### src/sv/clcd_pkg.sv
// ----------------------------------------------------------------------------
// clcd_pkg
// shared types, codes and strobe decode for the character lcd write controller
// ----------------------------------------------------------------------------
package clcd_pkg;

    // request modes
    localparam logic [2:0] MODE_INIT   = 3'd0;
    localparam logic [2:0] MODE_CMD    = 3'd1;
    localparam logic [2:0] MODE_CHAR   = 3'd2;
    localparam logic [2:0] MODE_POS    = 3'd3;
    localparam logic [2:0] MODE_CURSOR = 3'd4;
    localparam logic [2:0] MODE_RAW    = 3'd5;
    localparam logic [2:0] MODE_GLYPH  = 3'd6;

    // configuration register indexes
    localparam logic [2:0] CFG_HIDE_CMD   = 3'd0;
    localparam logic [2:0] CFG_SHOW_CMD   = 3'd1;
    localparam logic [2:0] CFG_GLYPH_BASE = 3'd2;
    localparam logic [2:0] CFG_HOLD_TICKS = 3'd3;

    localparam logic [7:0] HIDE_CMD_RESET   = 8'h0C;
    localparam logic [7:0] SHOW_CMD_RESET   = 8'h0E;
    localparam logic [7:0] GLYPH_BASE_RESET = 8'h40;

    localparam int QUEUE_DEPTH = 4;
    localparam int QUEUE_AW    = $clog2(QUEUE_DEPTH);

    typedef struct packed {
        logic [2:0] mode;
        logic [7:0] byte_value;
        logic [4:0] position;
        logic       move_first;
        logic       cursor_visible;
    } t_item;

    typedef struct packed {
        logic       register_select;
        logic [3:0] nibble;
        logic       last_strobe;
    } t_strobe;

    typedef struct packed {
        logic [7:0] hide_cmd;
        logic [7:0] show_cmd;
        logic [7:0] glyph_base;
    } t_cfg;

    // one classified request: init sequence or up to three bytes
    typedef struct packed {
        logic            init;
        logic [1:0]      nbytes;
        logic [2:0]      rs;
        logic [2:0][7:0] bytes;
    } t_job;

    function automatic logic [7:0] remap_char(input logic [7:0] c);
        logic [7:0] r;
        case (c)
            8'hE7:   r = 8'h01;
            8'hE3:   r = 8'h02;
            8'hE1:   r = 8'h03;
            8'hE9:   r = 8'h04;
            8'hC7:   r = 8'h05;
            8'hC3:   r = 8'h06;
            8'hD3:   r = 8'h07;
            default: r = c;
        endcase
        return r;
    endfunction

    function automatic logic [3:0] last_index(input t_job j);
        logic [3:0] r;
        if (j.init) begin
            r = 4'd15;
        end else begin
            r = {1'b0, j.nbytes, 1'b0} - 4'd1;
        end
        return r;
    endfunction

    // strobe number idx of a job; the init job carries the cursor-off command in byte 0
    function automatic t_strobe strobe_of(input t_job j, input logic [3:0] idx);
        t_strobe    s;
        logic [3:0] t;
        logic [7:0] b;
        logic       rs;
        t  = idx - 4'd4;
        b  = 8'h00;
        rs = 1'b0;
        if (j.init) begin
            case (t[3:1])
                3'd0:    b = 8'h28;
                3'd1:    b = 8'h41;
                3'd2:    b = j.bytes[0];
                3'd3:    b = 8'h80;
                3'd4:    b = 8'h01;
                default: b = 8'h02;
            endcase
            rs = (t[3:1] == 3'd1);
        end else begin
            case (idx[2:1])
                2'd0:    begin b = j.bytes[0]; rs = j.rs[0]; end
                2'd1:    begin b = j.bytes[1]; rs = j.rs[1]; end
                default: begin b = j.bytes[2]; rs = j.rs[2]; end
            endcase
        end
        s.register_select = rs;
        s.nibble          = idx[0] ? b[3:0] : b[7:4];
        if (j.init && idx < 4'd4) begin
            s.register_select = 1'b0;
            s.nibble          = (idx == 4'd3) ? 4'h2 : 4'h3;
        end
        s.last_strobe = (idx == last_index(j));
        return s;
    endfunction

endpackage

### src/sv/clcd_front.sv
// ----------------------------------------------------------------------------
// clcd_front
// accepts requests, tracks the failed flag and turns requests into byte jobs
// ----------------------------------------------------------------------------
module clcd_front (
    input  logic            i_clk,
    input  logic            i_rst_n,
    input  logic            i_valid,
    output logic            o_stall,
    input  clcd_pkg::t_item i_item,
    input  clcd_pkg::t_cfg  i_cfg,
    input  logic            i_q_full,
    output logic            o_push,
    output clcd_pkg::t_job  o_job
);

    logic           r_failed;
    logic           n_failed;
    logic           accept;
    logic           emits;
    logic [7:0]     pos_byte;
    logic [7:0]     chr;
    clcd_pkg::t_job job;

    assign o_stall = i_q_full;
    assign accept  = i_valid && !i_q_full;

    assign pos_byte = i_item.position[4] ? {4'hC, i_item.position[3:0]}
                                         : {4'h8, i_item.position[3:0]};
    assign chr      = clcd_pkg::remap_char(i_item.byte_value);

    always_comb begin
        job        = '0;
        emits      = !r_failed;
        job.nbytes = 2'd1;
        case (i_item.mode)
            clcd_pkg::MODE_INIT: begin
                emits        = 1'b1;
                job.init     = 1'b1;
                job.bytes[0] = i_cfg.hide_cmd;
            end
            clcd_pkg::MODE_CMD: begin
                job.bytes[0] = i_item.byte_value;
            end
            clcd_pkg::MODE_CHAR: begin
                if (i_item.move_first) begin
                    job.nbytes   = 2'd3;
                    job.bytes[0] = i_cfg.hide_cmd;
                    job.bytes[1] = pos_byte;
                    job.bytes[2] = chr;
                    job.rs       = 3'b100;
                end else begin
                    job.bytes[0] = chr;
                    job.rs       = 3'b001;
                end
            end
            clcd_pkg::MODE_POS: begin
                job.nbytes   = 2'd2;
                job.bytes[0] = i_cfg.hide_cmd;
                job.bytes[1] = pos_byte;
            end
            clcd_pkg::MODE_CURSOR: begin
                job.bytes[0] = i_item.cursor_visible ? i_cfg.show_cmd : i_cfg.hide_cmd;
            end
            clcd_pkg::MODE_RAW: begin
                job.bytes[0] = i_item.byte_value;
                job.rs       = 3'b001;
            end
            clcd_pkg::MODE_GLYPH: begin
                job.bytes[0] = i_cfg.glyph_base | 8'h08;
            end
            default: begin
                emits = 1'b0;
            end
        endcase
    end

    assign o_push = accept && emits;
    assign o_job  = job;

    always_comb begin
        n_failed = r_failed;
        if (accept && i_item.mode == clcd_pkg::MODE_INIT) begin
            n_failed = 1'b0;
        end
    end

    always_ff @(posedge i_clk) begin
        if (!i_rst_n) begin
            r_failed <= 1'b1;
        end else begin
            r_failed <= n_failed;
        end
    end

endmodule

### src/sv/clcd_queue.sv
// ----------------------------------------------------------------------------
// clcd_queue
// short job fifo between the front and the strobe sequencer
// ----------------------------------------------------------------------------
module clcd_queue (
    input  logic           i_clk,
    input  logic           i_rst_n,
    input  logic           i_push,
    input  clcd_pkg::t_job i_job,
    output logic           o_full,
    input  logic           i_pop,
    output logic           o_empty,
    output clcd_pkg::t_job o_job
);

    clcd_pkg::t_job                r_mem [clcd_pkg::QUEUE_DEPTH];
    logic [clcd_pkg::QUEUE_AW-1:0] r_wr;
    logic [clcd_pkg::QUEUE_AW-1:0] r_rd;
    logic [clcd_pkg::QUEUE_AW:0]   r_count;
    logic                          do_push;
    logic                          do_pop;

    assign o_full  = (r_count == (clcd_pkg::QUEUE_AW+1)'(clcd_pkg::QUEUE_DEPTH));
    assign o_empty = (r_count == '0);
    assign o_job   = r_mem[r_rd];
    assign do_push = i_push && !o_full;
    assign do_pop  = i_pop && !o_empty;

    always_ff @(posedge i_clk) begin
        if (do_push) begin
            r_mem[r_wr] <= i_job;
        end
    end

    always_ff @(posedge i_clk) begin
        if (!i_rst_n) begin
            r_wr    <= '0;
            r_rd    <= '0;
            r_count <= '0;
        end else begin
            if (do_push) begin
                r_wr <= r_wr + 1'b1;
            end
            if (do_pop) begin
                r_rd <= r_rd + 1'b1;
            end
            case ({do_push, do_pop})
                2'b10:   r_count <= r_count + 1'b1;
                2'b01:   r_count <= r_count - 1'b1;
                default: r_count <= r_count;
            endcase
        end
    end

endmodule

### src/sv/clcd_back.sv
// ----------------------------------------------------------------------------
// clcd_back
// strobe sequencer: walks a job one nibble per transfer into the output register
// ----------------------------------------------------------------------------
module clcd_back (
    input  logic              i_clk,
    input  logic              i_rst_n,
    input  logic              i_q_empty,
    input  clcd_pkg::t_job    i_job,
    output logic              o_pop,
    output logic              o_valid,
    input  logic              i_stall,
    output clcd_pkg::t_strobe o_strobe
);

    logic              r_busy;
    clcd_pkg::t_job    r_job;
    logic [3:0]        r_idx;
    logic              r_ovalid;
    clcd_pkg::t_strobe r_out;
    logic              advance;
    clcd_pkg::t_strobe cur;

    assign advance = !r_ovalid || !i_stall;
    assign o_pop   = !r_busy && !i_q_empty;
    assign cur     = clcd_pkg::strobe_of(r_job, r_idx);

    always_ff @(posedge i_clk) begin
        if (o_pop) begin
            r_job <= i_job;
        end
        if (advance && r_busy) begin
            r_out <= cur;
        end
    end

    always_ff @(posedge i_clk) begin
        if (!i_rst_n) begin
            r_busy   <= 1'b0;
            r_idx    <= '0;
            r_ovalid <= 1'b0;
        end else begin
            if (o_pop) begin
                r_busy <= 1'b1;
                r_idx  <= '0;
            end else if (advance && r_busy) begin
                r_idx <= r_idx + 4'd1;
                if (cur.last_strobe) begin
                    r_busy <= 1'b0;
                end
            end
            if (advance) begin
                r_ovalid <= r_busy;
            end
        end
    end

    assign o_valid  = r_ovalid;
    assign o_strobe = r_out;

endmodule

### src/sv/char_lcd_nibble_write_controller.sv
// ----------------------------------------------------------------------------
// char_lcd_nibble_write_controller
// two-line character lcd driver on a 4-bit bus, one transfer per enable strobe
// ----------------------------------------------------------------------------
// requests come in on i_valid / o_stall with i_item; each accepted request
// yields its strobes on o_valid / i_stall with o_strobe (register select,
// d7..d4 nibble, last-strobe flag on the final one of the request)
// a byte is two strobes, high nibble first; init gives 16 strobes
// front: classifies the request into a job of up to three bytes and keeps
// the display-failed flag; requests that emit nothing leave no job
// queue: four jobs deep, so requests are taken while strobes still drain
// back: pops each job into its job register and sends one strobe per cycle
// into a registered output unless the receiver stalls, pausing to load each
// job; a request passes the queue, job register and output register before
// its first strobe; receiver stall holds the output register and the
// sequencer; once the queue fills, o_stall goes high
// reset: display marked failed (only init emits), queue empty, config
// registers back to their defaults; config port is always ready
// o_hold_ticks hands the enable hold setting to the pad logic behind it
// ----------------------------------------------------------------------------
module char_lcd_nibble_write_controller (
    input  logic              i_clk,
    input  logic              i_rst_n,
    // request channel
    input  logic              i_valid,
    output logic              o_stall,
    input  clcd_pkg::t_item   i_item,
    // strobe channel
    output logic              o_valid,
    input  logic              i_stall,
    output clcd_pkg::t_strobe o_strobe,
    // configuration write channel
    input  logic              i_cfg_valid,
    output logic              o_cfg_ready,
    input  logic [2:0]        i_cfg_index,
    input  logic [15:0]       i_cfg_data,
    // enable hold setting for the pad logic
    output logic [15:0]       o_hold_ticks
);

    clcd_pkg::t_cfg r_cfg;
    logic [15:0]    r_hold_ticks;
    logic           cfg_wr;
    logic           q_full;
    logic           q_empty;
    logic           push;
    logic           pop;
    clcd_pkg::t_job front_job;
    clcd_pkg::t_job head_job;

    // config writes go straight into the registers, so the port never pushes back
    assign o_cfg_ready  = 1'b1;
    assign cfg_wr       = i_cfg_valid && o_cfg_ready;
    assign o_hold_ticks = r_hold_ticks;

    always_ff @(posedge i_clk) begin
        if (!i_rst_n) begin
            r_cfg.hide_cmd   <= clcd_pkg::HIDE_CMD_RESET;
            r_cfg.show_cmd   <= clcd_pkg::SHOW_CMD_RESET;
            r_cfg.glyph_base <= clcd_pkg::GLYPH_BASE_RESET;
            r_hold_ticks     <= 16'd50;
        end else if (cfg_wr) begin
            case (i_cfg_index)
                clcd_pkg::CFG_HIDE_CMD:   r_cfg.hide_cmd   <= i_cfg_data[7:0];
                clcd_pkg::CFG_SHOW_CMD:   r_cfg.show_cmd   <= i_cfg_data[7:0];
                clcd_pkg::CFG_GLYPH_BASE: r_cfg.glyph_base <= i_cfg_data[7:0];
                clcd_pkg::CFG_HOLD_TICKS: r_hold_ticks     <= i_cfg_data;
                default: begin
                    // unknown index, write dropped
                end
            endcase
        end
    end

    // request side: classify and queue
    clcd_front u_front (
        .i_clk    (i_clk),
        .i_rst_n  (i_rst_n),
        .i_valid  (i_valid),
        .o_stall  (o_stall),
        .i_item   (i_item),
        .i_cfg    (r_cfg),
        .i_q_full (q_full),
        .o_push   (push),
        .o_job    (front_job)
    );

    clcd_queue u_queue (
        .i_clk   (i_clk),
        .i_rst_n (i_rst_n),
        .i_push  (push),
        .i_job   (front_job),
        .o_full  (q_full),
        .i_pop   (pop),
        .o_empty (q_empty),
        .o_job   (head_job)
    );

    // strobe side: one nibble per transfer
    clcd_back u_back (
        .i_clk     (i_clk),
        .i_rst_n   (i_rst_n),
        .i_q_empty (q_empty),
        .i_job     (head_job),
        .o_pop     (pop),
        .o_valid   (o_valid),
        .i_stall   (i_stall),
        .o_strobe  (o_strobe)
    );

endmodule

### config.mk
export PLATFORM = sky130hd
export DESIGN_NAME = char_lcd_nibble_write_controller
export DESIGN_NICKNAME = d
export VERILOG_FILES = /design/src/sv/clcd_pkg.sv /design/src/sv/clcd_front.sv /design/src/sv/clcd_queue.sv /design/src/sv/clcd_back.sv /design/src/sv/char_lcd_nibble_write_controller.sv
export SDC_FILE = /design/constraint.sdc
export NUM_CORES = 1
export LEC_CHECK = 0
export ABC_AREA = 0
export BUFFER_PORTS_ARGS = -buffer_cell sky130_fd_sc_hd__buf_4
export CAP_MARGIN = 30
export CORE_MARGIN = 2
export CORE_UTILIZATION = 55
export CTS_CLUSTER_DIAMETER = 30
export DETAILED_ROUTE_END_ITERATION = 12
export PLACE_DENSITY = 0.74
export RECOVER_POWER = 100
export REMOVE_ABC_BUFFERS = 1
export SLEW_MARGIN = 15
export SYNTH_ARGS = -nofsm -noshare
export SYNTH_HDL_FRONTEND = slang
export SYNTH_SLANG_ARGS = --single-unit
### constraint.sdc
create_clock -name i_clk -period 9.3 [get_ports i_clk]
set_clock_uncertainty 0.05 [all_clocks]
set_input_delay 1.86 -clock i_clk [delete_from_list [all_inputs] [get_ports i_clk]]
set_output_delay 1.86 -clock i_clk [all_outputs]
set_load 0.005 [all_outputs]
==> parameters.txt <==
Parameter                              Value

Run
  Maximum capacitance violations    5

Logic synthesis
  Mean Syn Cell Area    13.8 um2
  Share of synthesized area occupied by flip-flops and latches    65.4%
  Synthesized instance count    571
  Unique masters post-synth    62
  Synth top area cells    edfxtp_1 (52%), dfxtp_1 (13%), mux4_2 (7.4%)
  Dominant register cell in the synthesized netlist    edfxtp_1
  Most numerous cell in the Yosys netlist    edfxtp_1
  Cell taking the most area after synthesis    edfxtp_1
  Yosys warning count    0
  Most used standard cells in the synthesized netlist    edfxtp_1 (136), nand2_1 (86), dfxtp_1 (53)
  Fraction of registers with async set or reset after synthesis    0%
  Share of Yosys cell area claimed by the top area cell type    51.9%
  Number of synthesized register bits    189
  Number of synthesized flops with an enable pin    136
  Post-synthesis instance area    7860 um2

CTS
  Clock tree from TritonCTS    built
  Clock-pin slew reported for the worst setup and hold paths after clock tree synthesis    0.07 ns
  Maximum level of the CTS H-tree    4
  Clock Tree Buf Depth    2
  Count of buffers added by post-CTS timing repair for setup    0
  CTS Hold Buffers Added    0
  CTS root buffer    clkbuf_16
  Worst-Skew Late Latency    0.42 ns
  Clk sink count    189
  Inserted Clock Buffers    17
  CTS resizes    0

Drt
  Via count    4747
  Total DRC errors in the routed layout    0
  Final antenna-violating net count    0
  Number of DRC violations after detailed-routing iteration 0    362
  Post-DR vias/cell    5.75
  Iteration count of the initial detailed-routing pass    5
  Average wire per cell in the routed design    18.1 um
  Final Routed Wirelength    14.9 mm

Timing
  Achievable Freq    240 MHz
  Total Neg Setup Slack    0 ns
  Final number of max-transition violations    161
  Setup repair after global routing missed its margin    no
  Final setup violation count    0
  Final Critical Period    4.17 ns
  Relative slew slack    -28.6%
  Final Hold Vio Count    0
  Share of the clock period used by the worst path    44.8%
  Measured slew at the worst slew-check pin    1.93 ns

Run status
  Failing checks    max-capacitance violations, max-slew violations
  Outcome    complete, but fails checks

Finish
  Antenna Diode Count    0
  Cell Count, Final, Fillers Out    825
  Syn-to-layout area delta    15.5%
  Fraction of final layout cells sized beyond drive strength 1    19.5%
  Number of inserted filler cells in the final layout    1022
  Register cell area after layout    5140 um2
  Area of combinational cells with multiple inputs    2500 um2
  Layout net count    684

GRT
  Antenna violations before repair    0
  Pin count of the biggest net entering global routing    53
  Met2 Use GR    37.6%
  Grt ovf    0
  Grt met3 use    5.95%
  Wire length of the first global-routing pass    24.2 mm
  Number of global-route vias before repair    4780
  Met1 demand-to-capacity share in global routing    25.9%
  Most utilized layer in the global route result    met2
  Global Route Usage Sum    21.4%

Power and ir drop
  Leakage power total    0.00318 uW
  Total Power Consumption    2190 uW
  PwrDens    241 nW/um2
  IR drop worst, VDD    0.000123 V

Setup path
  Critical path peak fanout    26
  Cell mode on critical path    clkbuf_1
  Slowest stage cell, crit path    clkbuf_1
  WP data required    9.27 ns
  Data arrival time of the critical path    4.13 ns
  WP depth    6
  Worst path max stage delay    1.21 ns
  Crit path capture type    register
  Kind of cell with the highest combined delay on the critical path    buffers and inverters
  Type of origin of the critical path    input port
  Worst reg-to-reg path cell count    5
  Cells along the critical path    clkbuf_1 -> o21ai_0 -> a21oi_1 -> nor2_1 -> and2_1 -> clkbuf_1
  Kind of critical path    in2reg
  Worst path buffer plus inverter count    2

Die
  Top-level port count    67
  Initial standard-cell utilization of the core    56.4%
  Die outline width    124 um
  Die height    124 um
  Overall die area    15300 um2
  Core region area    13900 um2
  Placement Rows    43

Placement
  Number of input and output port buffers inserted    65
  Cell count after placement    792
  Placed wire-length estimate after detailed placement    10.0 mm
  Gpl congestion    0.831

Min path
  Hold Path Stages    2
  Path class of the lowest-slack min-delay path    reg2reg
## final timing paths
path,startpoint,end,slack (ns)
worst min-delay path,r_cfg[13]$_SDFFE_PN0P_,r_cfg[13]$_SDFFE_PN0P_,0.42
worst min register to register,r_cfg[13]$_SDFFE_PN0P_,r_cfg[13]$_SDFFE_PN0P_,0.42
worst max-delay path,i_item[17],u_queue.r_mem[1][28]$_DFFE_PP_,5.13
worst max register to register,u_queue.r_count[2]$_SDFFE_PN0P_,u_queue.r_mem[1][28]$_DFFE_PP_,6.37
## state kept, by name (all words and copies together) (netlist names)
| signal | count |
|---|---|
| r_cfg | 23 |
| u_back.o_valid | 1 |
| u_queue.r_rd | 2 |
| u_back.r_idx | 4 |
| u_queue.r_count | 3 |
| u_front.r_failed | 1 |
| u_queue.r_mem | 104 |
| u_back.r_job | 26 |
| u_back.o_strobe | 6 |
| u_back.r_busy | 1 |
| u_queue.r_wr | 2 |
| o_hold_ticks | 16 |
## layout make-up
cell class	instances	share of cell area, %
Clock buffer	23	6.09
Clock inverter	9	0.909
Inverter	21	0.868
Tap cell	180	2.48
Sequential cell	189	56.6
Multi-Input combinational cell	330	27.6
Timing Repair Buffer	73	5.46
## per-layer routing
metal,wire [um],up-vias
li1,-,2250
met1,6160,2324
met2,7800,163
met3,819,10
met4,169,0
met5,0,-
## logic make-up (layout without fill, tap and decap cells)
logic type / count (synthesis) / count (layout) / share of synthesized area [%]
other: 1 / 1 / 0.0477
muxes: 37 / 37 / 8.85
adders and majority gates: 10 / 10 / 1.69
and+or+nand+nor: 177 / 177 / 11.1
xor gates and xnor gates: 9 / 9 / 1.00
AOI/OAI and AO/OA: 96 / 96 / 9.15
buffers and inverters: 52 / 126 / 2.67
DFF: 189 / 189 / 65.4
## worst min-delay path: cells and delay by family, from the launching register on
kind               cells  cell delay (ns)
AOI/OAI and AO/OA      1             0.06
DFF                    1             0.31
and+or+nand+nor        1             0.05
## stage by stage
stage	setup slack (ns)	util, %	cell area [um2]	hold slack [ns]
2_1_floorplan	5.78	-	7730	0.385
3_3_place_gp	5.57	60.9	8490	0.395
3_5_place_dp	5.43	61.1	8520	0.398
4_1_cts	5.87	65.7	9160	0.408
5_1_grt	4.87	65.2	9080	0.450
6_report	5.13	65.2	9080	0.422
## power by group
group          total (uW)  switching, uW  internal [uW]
Combinational         365            201            164
Sequential           1090           61.2           1030
Clock                 735            299            436
## cell usage in the layout (no fill, tap or decap), drive strengths merged, types with 7 or more instances in the layout
master	netlist	routed
o21ai	14	14
edfxtp	136	136
dfxtp	53	53
clkbuf	20	56
inv	20	22
a21oi	14	14
a21boi	26	26
mux2i	11	11
ha	9	9
mux4	26	26
and2	18	18
nand3	11	11
nand2	86	86
a221o	7	7
nor2	15	15
nor2b	12	12
buf	11	40
Power figures use the tool's default switching activity.
